$ cat src/rtl/core/sxe_pkg.sv
package sxe_pkg;

  localparam int MAX_WIDTH = 2048;
  localparam int PIX_W  = 8;
  localparam int ROW_W  = 12;
  localparam int COL_W  = 11;
  localparam int CFG_W  = 12;

  // register indexes on the configuration port
  typedef enum logic [0:0] {
    REG_FRAME_WIDTH  = 1'b0,
    REG_FRAME_HEIGHT = 1'b1
  } sxe_reg_t;

  localparam logic [CFG_W-1:0] FRAME_WIDTH_RESET  = 12'd640;
  localparam logic [CFG_W-1:0] FRAME_HEIGHT_RESET = 12'd480;
  localparam logic [CFG_W-1:0] FRAME_MIN          = 12'd3;

  // one column of the 3-row neighborhood
  typedef struct packed {
    logic [PIX_W-1:0] top;
    logic [PIX_W-1:0] mid;
    logic [PIX_W-1:0] bot;
  } sxe_column_t;

  typedef struct packed {
    logic             frame_last;
    logic [COL_W-1:0] out_col;
    logic [ROW_W-1:0] out_row;
    logic [PIX_W-1:0] edge_value;
  } sxe_result_t;

  // weighted column sum of the kernel: 1, 2, 1
  function automatic logic [PIX_W+1:0] column_sum(sxe_column_t c);
    return {2'b00, c.top} + {1'b0, c.mid, 1'b0} + {2'b00, c.bot};
  endfunction

  // right column minus left column, clamped to 0..255
  function automatic logic [PIX_W-1:0] gradient_clamp(sxe_column_t left, sxe_column_t right);
    logic signed [PIX_W+2:0] diff;
    diff = $signed({1'b0, column_sum(right)}) - $signed({1'b0, column_sum(left)});
    if (diff < 0) begin
      return '0;
    end else if (diff > $signed({3'b000, {PIX_W{1'b1}}})) begin
      return {PIX_W{1'b1}};
    end else begin
      return diff[PIX_W-1:0];
    end
  endfunction

endpackage

$ cat src/rtl/core/sxe_out_skid.sv
module sxe_out_skid import sxe_pkg::*; (
  input  logic        clk,
  input  logic        rst,
  input  logic        push,
  input  sxe_result_t push_data,
  output logic        room,
  output logic        out_valid,
  input  logic        out_ready,
  output sxe_result_t out_data
);

  logic        skid_valid;
  sxe_result_t skid_data;

  assign room = !skid_valid;

  always_ff @(posedge clk) begin
    if (rst) begin
      out_valid  <= 1'b0;
      skid_valid <= 1'b0;
    end else if (!out_valid || out_ready) begin
      if (skid_valid) begin
        out_valid  <= 1'b1;
        skid_valid <= 1'b0;
      end else begin
        out_valid <= push;
      end
    end else if (push) begin
      skid_valid <= 1'b1;
    end
  end

  always_ff @(posedge clk) begin
    if (!out_valid || out_ready) begin
      out_data <= skid_valid ? skid_data : push_data;
    end else if (push) begin
      skid_data <= push_data;
    end
  end

endmodule

$ cat config.mk
export PLATFORM = sky130hd
export DESIGN_NAME = sxe_out_skid
export DESIGN_NICKNAME = d
export VERILOG_FILES = /design/src/rtl/core/sxe_pkg.sv /design/src/rtl/core/sxe_out_skid.sv
export SDC_FILE = /design/constraint.sdc
export NUM_CORES = 1
export LEC_CHECK = 0
export BUFFER_PORTS_ARGS = -buffer_cell sky130_fd_sc_hd__buf_2
export CORE_MARGIN = 4
export CORE_UTILIZATION = 35
export CTS_CLUSTER_DIAMETER = 80
export DETAILED_ROUTE_END_ITERATION = 16
export HOLD_SLACK_MARGIN = 0.02
export PLACE_DENSITY = 0.66
export SYNTH_ARGS = -nofsm -noshare
export SYNTH_HDL_FRONTEND = slang
export SYNTH_SLANG_ARGS = --single-unit
$ cat constraint.sdc
create_clock -name clk -period 3.6 [get_ports clk]
set_clock_uncertainty 0.1 [all_clocks]
set_input_delay 0.54 -clock clk [delete_from_list [all_inputs] [get_ports clk]]
set_output_delay 0.54 -clock clk [all_outputs]
set_load 0.01 [all_outputs]
==> flow_results.org <==
** Clock network
- The H-tree generated during clock tree synthesis spans 3 levels.
- The clock passes through at most 2 buffers.
- In this run, CTS created clock tree buffers numbering 9.
- In this run the clock root is driven by a clkbuf_8.
- After clock tree synthesis, the flow added hold-fix buffers numbering 0.
- Clock sink total :: 66
- Clock tree from TritonCTS :: done
- Post-CTS resize count :: 0
- After clock tree synthesis, the clock-pin slew on the worst setup and hold paths is 0.06 ns.
- Clock latency on the worst-skew pair :: 0.33 ns
- Once the clock tree was built, the setup fixing pass inserted 0 buffers.

** Synth
- Synthesis instantiated 11 different standard cells from the library.
- Register bit total from synthesis :: 66
- Yosys synthesis warning count :: 0
- After synthesis, flip-flops and latches occupy 77.5% of the total area.
- Syn_nets :: 145
- Total standard cell area after synthesis :: 2530 sq um
- Of all cell types, the one taking the most synthesized area is edfxtp_1.
- By area the synthesized netlist is led by edfxtp_1, mux2_4, buf_12, mux2_2, dfxtp_1.
- Averaged over all synthesized cells, the footprint is 23.2 sq um.
- The share of synthesized area in the top cell type comes to 76.0%.
- Post-Syn Instances :: 109

** Power
- For this design the ratio of total power to cell area is 485 nW/um^2.
- The worst-case IR drop observed on VDD is 0.000282 V.
- Of the total power, the share spent switching nets is 21.1%.
- Sequential group share of total power :: 59.7%
- Switching power of the nets :: 0.316 mW
- Proportion of power drawn by the clock network :: 32.4%
- The share of total power dissipated in combinational logic is 7.9%.
- Cell internal pwr :: 1.19 mW
- Leakage power of the design :: 1.22 nW
- Total power for the finished layout comes to 1.50 mW.

** Hold path
- In this run the most critical hold path is launched from rst.
- Hold/Removal Path Class :: primary input to flop

** STA
- Setup violations remaining at the end of the flow were counted as 0.
- Final critical delay including setup and external delays :: 1.73 ns
- The total count of max-transition violations in the final report came to 0.
- Slew HR :: 40.7%
- Max frequency :: 0.579 GHz
- Hold Violations, Final :: 0
- Unrepaired setup endpoints after global routing :: false
- Setup slack closes at 1.87 ns.
- Dividing the final minimum period by the clock period gives 48.0%.
- For the pin with the worst max-slew slack, the measured transition is 0.888 ns.
- TNS Setup :: 0 ns

** Critical path
- Arrival @ worst endpoint :: 1.71 ns
- Startpoint type of the worst setup path :: flop
- Crit path largest cell delay :: 0.53 ns
- The startpoint identified for the worst register-to-register timing path is skid_valid.
- Data on the critical path is required at its endpoint by 3.58 ns.
- The most critical setup path has its startpoint at skid_valid.
- Kind of end point of the critical path :: flop
- Slowest CP cell :: dfxtp_2
- Of all nets on the critical path, the largest fanout is 24.
- The critical path in this run is classified as flop to flop.
- Critical path, cell by cell :: buf_4, mux2_2

** Run
- Maximum Capacitance Violations :: 0

** Die
- Boundary pin count :: 70
- Die Wd :: 93.0 um
- In this run the standard cell core region covers 6910 sq um.
- The floorplan has 30 rows.
- The initial utilization of the core area, before any placement, comes to 36.6%.
- The floorplan step defined a die boundary enclosing 8650 sq um.
- Measured along the y axis, the die boundary spans 93.0 um.

** Routing
- The pre-antenna-repair detailed-routing pass consisted of 4 iterations.
- For this block, wires on met1 add up to 1690 um.
- The routed layout has 1232 vias.
- DRT iter0 DRCs :: 68
- Mean number of vias per cell :: 4.31
- In the detailed route, the total length drawn on met2 is 2000 um.
- Post-route antenna net violation count :: 0
- Detailed routing placed a total of 287 um of wire on met3.
- Total detailed-routing wirelength :: 4080 um
- Routed length per instance :: 14.3 um
- Top routing layer in use :: met4
- In the routed design, unresolved DRC markers number 0.

** Layout
- The filler cells instantiated in the layout total 633.
- For this run, the post-layout net count is 223.
- Layout area overhead :: 22.5%
- Area used by sequential logic in the layout :: 1960 sq um
- The multi-input combinational cells in the finished layout cover a total of 499 sq um.
- 0 antenna diodes ended up in the layout.
- Share of post-route cells with drive strength above 1 :: 62.1%

** Global routing
- The number of global-route vias before repair is 1249.
- Entering global routing, the biggest net connects 35 pins.
- Global route overflow :: 0
- The first global-routing pass estimated 6240 um of wire.
- Global routing used 9.95% of the available tracks.
- The number of antenna violations at the first check in global routing came to 0.

** Status
- The run finished with clean final reports.

** Placed design
- The wire-length estimate of the detail-placed layout is 2820 um.
- Number of port buffers :: 69
- At the end of routability-driven placement, the weighted congestion stood at 0.646.
- Post-placement setup slack :: 1.53 ns
==> power groups by stage <==
| stage | sequential [mW] | clock, mW | combinational [mW] |
|---|---|---|---|
| detailed placement | 0.914 | 0 | 0.122 |
| CTS | 0.897 | 0.511 | 0.122 |
| global placement | 0.913 | 0 | 0.120 |
| global route | 0.900 | 0.547 | 0.128 |
| finish | 0.897 | 0.487 | 0.119 |
| floorplan | 0.929 | 0 | 0.0478 |
==> critical path, delay by kind of cell, from the launching register on <==
family   cells  cell delay, ns
flops        1            0.53
mux          1            0.39
buf+inv      1            0.46
==> metal layers <==
layer,track usage (%),vias to the layer above
li1,-,578
met1,11.3,596
met2,15.8,50
met3,3.94,8
met4,5.86,0
met5,0,-
==> path summary, 6_finish.rpt <==
path	endpoint	slack, ns	cells after the start
hold reg to reg	out_data[18]	0.44	1
setup reg to reg	out_data[0]	1.87	2
setup / recovery	out_data[0]	1.87	2
hold / removal	skid_valid	0.29	2
==> cell type report <==
cell class | instances | share of cell area, %
Sequential cell | 66 | 63.3
Inverter | 2 | 0.242
Clock inverter | 4 | 0.686
Multi-Input combinational cell | 37 | 16.1
Tap cell | 96 | 3.88
Timing Repair Buffer | 71 | 11.6
Clock buffer | 10 | 4.12
==> cell families (layout without fill, tap and decap cells) <==
kind of cell,count (synthesis),after routing,share of synthesized area (%)
flops,66,66,77.5
mux,32,32,18.4
buf+inv,6,87,3.12
simple gates,4,4,0.742
compound gates,1,1,0.198
==> registers in the layout, indices dropped and copies added (netlist names) <==
signal	count
skid_data	32
out_data	32
out_valid	1
skid_valid	1
==> cell usage after synthesis <==
cell	number
mux2_4	28
nor2_1	2
a21oi_1	1
nor3_1	1
mux2_2	4
edfxtp_1	64
dfxtp_1	2
nand2b_1	1
buf_6	1
buf_12	3
inv_1	2
==> metrics by stage <==
stage / area, sq um / std cells / utilization [%] / hold WS [ns]
finish: 3100 / 286 / 44.9 / 0.285
global route: 3100 / 286 / 44.9 / 0.268
CTS: 3100 / 286 / 44.9 / 0.257
detailed placement: 2950 / 272 / 42.7 / 0.434
global placement: 2950 / 272 / 42.7 / 0.429
floorplan: 2530 / 109 / - / 0.423
==> cell usage in the layout (no fill, tap or decap), drive strengths merged <==
| master | count |
|---|---|
| nand2b | 1 |
| inv | 2 |
| edfxtp | 64 |
| nor2 | 2 |
| dfxtp | 2 |
| clkbuf | 10 |
| mux2 | 32 |
| clkinv | 3 |
| nor3 | 1 |
| a21oi | 1 |
| buf | 71 |
| clkinvlp | 1 |
(Power assumes the default switching activity.)
