### src/rtl/core/sxe_pkg.sv
package sxe_pkg;

  localparam int MAX_WIDTH = 2048;
  localparam int PIX_W  = 8;
  localparam int ROW_W  = 12;
  localparam int COL_W  = 11;
  localparam int CFG_W  = 12;

  // register indexes on the configuration port
  typedef enum logic [0:0] {
    REG_FRAME_WIDTH  = 1'b0,
    REG_FRAME_HEIGHT = 1'b1
  } sxe_reg_t;

  localparam logic [CFG_W-1:0] FRAME_WIDTH_RESET  = 12'd640;
  localparam logic [CFG_W-1:0] FRAME_HEIGHT_RESET = 12'd480;
  localparam logic [CFG_W-1:0] FRAME_MIN          = 12'd3;

  // one column of the 3-row neighborhood
  typedef struct packed {
    logic [PIX_W-1:0] top;
    logic [PIX_W-1:0] mid;
    logic [PIX_W-1:0] bot;
  } sxe_column_t;

  typedef struct packed {
    logic             frame_last;
    logic [COL_W-1:0] out_col;
    logic [ROW_W-1:0] out_row;
    logic [PIX_W-1:0] edge_value;
  } sxe_result_t;

  // weighted column sum of the kernel: 1, 2, 1
  function automatic logic [PIX_W+1:0] column_sum(sxe_column_t c);
    return {2'b00, c.top} + {1'b0, c.mid, 1'b0} + {2'b00, c.bot};
  endfunction

  // right column minus left column, clamped to 0..255
  function automatic logic [PIX_W-1:0] gradient_clamp(sxe_column_t left, sxe_column_t right);
    logic signed [PIX_W+2:0] diff;
    diff = $signed({1'b0, column_sum(right)}) - $signed({1'b0, column_sum(left)});
    if (diff < 0) begin
      return '0;
    end else if (diff > $signed({3'b000, {PIX_W{1'b1}}})) begin
      return {PIX_W{1'b1}};
    end else begin
      return diff[PIX_W-1:0];
    end
  endfunction

endpackage

### src/rtl/core/sxe_column_cell.sv
module sxe_column_cell import sxe_pkg::*; (
  input  logic        clk,
  input  logic        rst,
  input  logic        advance,
  input  sxe_column_t col_in,
  output sxe_column_t col_out
);

  // take the neighbor's column on every accepted word
  always_ff @(posedge clk) begin
    if (rst) begin
      col_out <= '0;
    end else if (advance) begin
      col_out <= col_in;
    end
  end

endmodule

### config.mk
export PLATFORM = sky130hd
export DESIGN_NAME = sxe_column_cell
export DESIGN_NICKNAME = d
export VERILOG_FILES = /design/src/rtl/core/sxe_pkg.sv /design/src/rtl/core/sxe_column_cell.sv
export SDC_FILE = /design/constraint.sdc
export NUM_CORES = 1
export LEC_CHECK = 0
export BUFFER_PORTS_ARGS = -buffer_cell sky130_fd_sc_hd__buf_4
export CELL_PAD_IN_SITES_DETAIL_PLACEMENT = 0
export CELL_PAD_IN_SITES_GLOBAL_PLACEMENT = 1
export CORE_MARGIN = 4
export CORE_UTILIZATION = 32
export CTS_CLUSTER_SIZE = 25
export DETAILED_ROUTE_END_ITERATION = 10
export PLACE_DENSITY = 0.81
export SLEW_MARGIN = 20
export SYNTH_ARGS = -nofsm -noshare
export SYNTH_HDL_FRONTEND = slang
export SYNTH_SLANG_ARGS = --single-unit
### constraint.sdc
create_clock -name clk -period 1.25 [get_ports clk]
set_input_delay 0.0625 -clock clk [delete_from_list [all_inputs] [get_ports clk]]
set_output_delay 0.0625 -clock clk [all_outputs]
set_load 0.01 [all_outputs]
==> run metrics, run 1 <==
status=finished clean; post-cts hold buffer count=24; sequential area share after synthesis=0.553; wire length per cell=12.5 µm; DR iter-0 viols=4; fin crit period=850 ps; Clock Latency Late Sink=300 ps; total number of vias=777; initial antenna violation count=0; die extent in x=60.1 µm; syn_area_per_cell=11.3 µm²; Hold WC Path Type=input pin to register; Final Hold Violating Endpoints=0; Post-CTS Setup Repair Bufs=0; Final setup viols=0; Most used DFF post-synth=dfxtp_1; Synth warnings=0; Total GRT Usage=0.135; #FFs+latches synth=24; Max VDD drop=0.717 mV; core footprint=2540 µm²; Die H=60.1 µm; CTS root buf=clkbuf_4; post-synthesis cell type count=6; P&R area growth vs syn=70.9%; WL final=2240 µm; fin nets=178; Worst-path clk slew=110 ps; Post-CTS Resized=0; final antenna-violating net count=0; Design Power=0.00146 W; max incr delay on CP=360 ps; WP data required=1190 ps; Syn Inst Count=77; Die Area=3620 µm²; R2R Setup Slk=600 ps; CTS tree=done; CP arrival=790 ps; Worst-Margin Slew=389 ps; syn nets=104; HPWL Detailed=1400 µm; most frequent cells after synthesis=dfxtp_1, mux2i_1, nor2_1; crit path buf inv count=1; max-cap violation count=0; pwr dens=983 nW/µm²; Critical Path Source Type=register; Max-slew headroom=0.740; H-Tree Depth=1; Leakage=0.748 nW; Starting Density=0.342; worst-path maximum fanout=2; unrepaired setup endpoints after global routing=false; Async SR Flop Fraction=0; gp weighted congestion=0.632; ANT cells=0; fin. max-slew vios=0; vias in the first global route=837; largest net degree at the start of global routing=25; Final Skew=0 ps; number of CTS-inserted buffers=3; CP Class=register to output pin; setup TNS=0 ps; cell taking the most area after synthesis=dfxtp_1; Largest Register=col_out; Largest register FFs=24; CP max stage cell=dfxtp_1; Crit path max-delay family=flip-flops; first-pass GRT wire length=3580 µm; Congestion Overflow GR=0; fraction of layout cells with a size suffix above 1=0.356; drt via density=4.34; IO Port Bufs=50; crit end category=output pin; top-area cell type share of the netlist area=0.553; CP cell instances=buf_4; # rows=18; Clock Path Buffers=2; Synth area leaders=dfxtp_1, mux2i_1, nor2_1; Pre-Repair DR Iteration Count=2; Largest regs=col_out x24; DRC violation count after routing=0; Ports=51; fin crit share=0.680; EDFF count, synth=0; Synth Cell Area=870 µm²; CTS sink cnt=24; Max Freq=1.18 GHz
## metrics by stage
step	setup WS, ps	hold WS (ps)	util	instances	area [µm²]
6_report	400	99.1	0.584	179	1490
2_1_floorplan	595	135	-	77	870
5_1_grt	325	84.9	0.584	179	1490
4_1_cts	380	88.6	0.584	179	1490
3_5_place_dp	394	307	0.481	152	1220
3_3_place_gp	432	294	0.481	152	1220
## power by group
part	switching, W	internal [W]
sequential	0.0000240	0.000810
clock	0.000201	0.000112
combinational	0.000117	0.000197
## cells in the final DEF (no fill, tap or decap)
cell           synthesis  layout
nor2_1                24      24
mux2i_1               24      24
dfxtp_1               24      24
dlygate4sd3_1          0      24
clkbuf_4               0       3
buf_4                  0      50
## path summary, 6_finish.rpt
kind	startpoint	to	cells past startpoint
min	rst	col_out[7]	2
min reg2reg	col_out[12]	col_out[12]	2
max	col_out[8]	col_out[8]	1
max reg2reg	col_out[14]	col_out[14]	2
## cells by family after synthesis
family,after synthesis,share of synthesized area
simple gates,24,0.104
flops,24,0.553
buf+inv,5,0.0676
mux,24,0.276
## per-layer routing
layer	global-route usage	vias to the layer above	share of wire
met1	0.137	346	0.39
met2	0.252	33	0.52
met5	0	-	0
met3	0.0389	2	0.089
li1	-	396	-
met4	0.0570	0	0.0040
## final cells by class
class                      count  area [µm²]
fill                         218        1060
timing repair buffer          74         616
sequential                    24         480
multi-input combinational     48         330
tap                           30        37.5
clock buffer                   3        22.5
Note: power is estimated with default switching activity, not from simulation.
==> inputs of run 2 (changes only) <==
--- a/config.mk
+++ b/config.mk
@@ -5,14 +5,15 @@
 export SDC_FILE = /design/constraint.sdc
 export NUM_CORES = 1
 export LEC_CHECK = 0
+export ABC_AREA = 1
 export BUFFER_PORTS_ARGS = -buffer_cell sky130_fd_sc_hd__buf_4
 export CELL_PAD_IN_SITES_DETAIL_PLACEMENT = 0
 export CELL_PAD_IN_SITES_GLOBAL_PLACEMENT = 1
 export CORE_MARGIN = 4
-export CORE_UTILIZATION = 32
+export CORE_UTILIZATION = 28
 export CTS_CLUSTER_SIZE = 25
 export DETAILED_ROUTE_END_ITERATION = 10
-export PLACE_DENSITY = 0.81
+export PLACE_DENSITY = 0.77
 export SLEW_MARGIN = 20
 export SYNTH_ARGS = -nofsm -noshare
 export SYNTH_HDL_FRONTEND = slang
==> constraint.sdc (replaced) <==
create_clock -name clk -period 0.8 [get_ports clk]
set_input_delay 0.04 -clock clk [delete_from_list [all_inputs] [get_ports clk]]
set_output_delay 0.04 -clock clk [all_outputs]
set_load 0.01 [all_outputs]
==> run metrics, run 2 <==
status=complete, but fails checks; violations in the final reports=negative setup slack; Post-Place Worst Slack=186 ps; fin. max-slew vios=0; Synth area leaders=dfxtp_1, nand2_1, nor2_1; Worst-Margin Slew=127 ps; #FFs+latches synth=24; Largest regs=col_out x24; area of the multi-input gates=360 µm²; clock power share=0.242; largest net degree at the start of global routing=25; CP cell instances=buf_6; final antenna-violating net count=0; Adder-Cell Fraction of Synth Area=0; Synth warnings=0; total number of vias=987; Largest register FFs=24; wire length per cell=9.06 µm; Total GRT Usage=0.111; CTS root buf=clkbuf_4; Hold WC Path Type=input pin to register; post-synthesis cell type count=7; Leakage=0.938 nW; HPWL Detailed=1660 µm; fin crit period=821 ps; number of CTS-inserted buffers=3; GRT met2 Usage=0.175; Congestion Overflow GR=0; Worst-path clk slew=130 ps; gp weighted congestion=0.753; Levels on crit path=1; sw frac=0.249; Ports=51; first-pass GRT wire length=3950 µm; Clock Path Buffers=2; sequential area share after synthesis=0.488; Clock Latency Late Sink=310 ps; max-cap violation count=0; Max Freq=1.22 GHz; Final setup viols=24; CP Class=register to output pin; met3 Use GR=0.0349; Final Hold Violating Endpoints=0; top-area cell type share of the netlist area=0.488; Max-slew headroom=0.916; DR iter-0 viols=41; CP max stage cell=dfxtp_2; Final Skew=0 ps; Internal Power=0.00194 W; die extent in x=67.3 µm; vias in the first global route=946; Largest Register=col_out; drt via density=3.78; commonest cells after routing, fill and taps aside=nor2_1, nand2_1, buf_4; Worst Hold Depth=5; CTS tree=done; Starting Density=0.293; P&R area growth vs syn=73.8%; Die Area=4530 µm²; DRC violation count after routing=0; unrepaired setup endpoints after global routing=true; WP data required=760 ps; Post-Synth XOR/XNOR Area=0; # rows=21; GR peak layer=met2; syn_area_per_cell=6.48 µm²; worst-path maximum fanout=2; IO Port Bufs=50; met1 usage=0.146; ANT cells=0; Syn Inst Count=152; fin crit share=1.03; fraction of layout cells with a size suffix above 1=0.381; P_sw=0.000642 W; Die H=67.3 µm; initial antenna violation count=0; Reg power frac=0.525; Critical Path Source Type=register; Register Area=510 µm²; Filler Cell Count=341; Synth Area in Simple Gates=0.366; Most used DFF post-synth=dfxtp_1; max incr delay on CP=370 ps; Async SR Flop Fraction=0; syn nets=179; Worst R2R Path Depth=3; Pre-Repair DR Iteration Count=2; H-Tree Depth=1; CTS sink cnt=24; fin nets=243; core footprint=3360 µm²; EDFF count, synth=0; CP arrival=780 ps; pwr dens=1510 nW/µm²; Max VDD drop=0.741 mV; Synth Cell Area=985 µm²; most frequent cells after synthesis=nand2_1, nor2_1, inv_1; Design Power=0.00258 W; crit path buf inv count=1; Crit path max-delay family=flip-flops; complex-gate fraction of the synthesized area=0; mux share of post-synthesis cell area=0; final worst slack=-20.9 ps; WL final=2370 µm; cell taking the most area after synthesis=dfxtp_1; crit end category=output pin; largest family of logic cells by synthesized area=simple AND/OR/NAND/NOR gates; combinational share of power=0.233
run 2: changes by cell type after synthesis:
| cell | delta |
|---|---|
| buf_12 | -2 |
| buf_2 | +4 |
| buf_4 | +1 |
| buf_6 | +1 |
| clkbuf_1 | -2 |
| inv_1 | +25 |
| mux2i_1 | -24 |
| nand2_1 | +48 |
| nor2_1 | +24 |
run 2: kinds of logic (layout without fill, tap and decap cells):
| group | count (synthesis) | after routing |
|---|---|---|
| simple gates | 96 | 96 |
| buf+inv | 32 | 95 |
| flops | 24 | 24 |
run 2: stage by stage:
stage | cells | instance area, µm² | util | hold WS (ps) | TNS, ps
after floorplan | 152 | 985 | - | 228 | 0
after global placement | 244 | 1430 | 0.424 | 325 | 0
after detailed placement | 244 | 1430 | 0.424 | 331 | 0
after CTS | 260 | 1700 | 0.507 | 0.0854 | -730
after global routing | 261 | 1710 | 0.509 | 11.5 | -1020
final | 261 | 1710 | 0.509 | 7.52 | -197
run 2: layout make-up:
type,count,area share
clock buffer,4,0.0212
tap,46,0.0336
multi-input combinational,96,0.211
timing repair buffer,66,0.382
sequential,24,0.298
inverter,25,0.0548
run 2: timing repair:
action,in CTS,in global routing
endpoints found under the setup margin,24,24
gates cloned,0,0
setup buffers,0,1
resized for setup,48,0
hold buffers,12,0
hold endpoints to repair,12,0
run 2: routing by layer:
metal	vias up	share of wire
li1	556	-
met1	391	0.46
met2	38	0.44
met3	2	0.095
met4	0	0.0072
met5	-	0
run 2: worst paths after layout:
| check | start | end | slack [ps] |
|---|---|---|---|
| worst max-delay path | col_out[10] | col_out[10] | -20 |
| worst max register to register | col_out[13] | col_out[13] | 120 |
| worst min-delay path | col_in[21] | col_out[21] | 8 |
| worst min register to register | col_out[18] | col_out[18] | 480 |
run 2: power by group through the flow:
stage	registers (W)	logic [W]	clock network, W
detailed placement	0.00135	0.000507	0
floorplan	0.00139	0.000198	0
finish	0.00136	0.000602	0.000624
global route	0.00137	0.000677	0.000691
CTS	0.00136	0.000603	0.000674
global placement	0.00135	0.000499	0
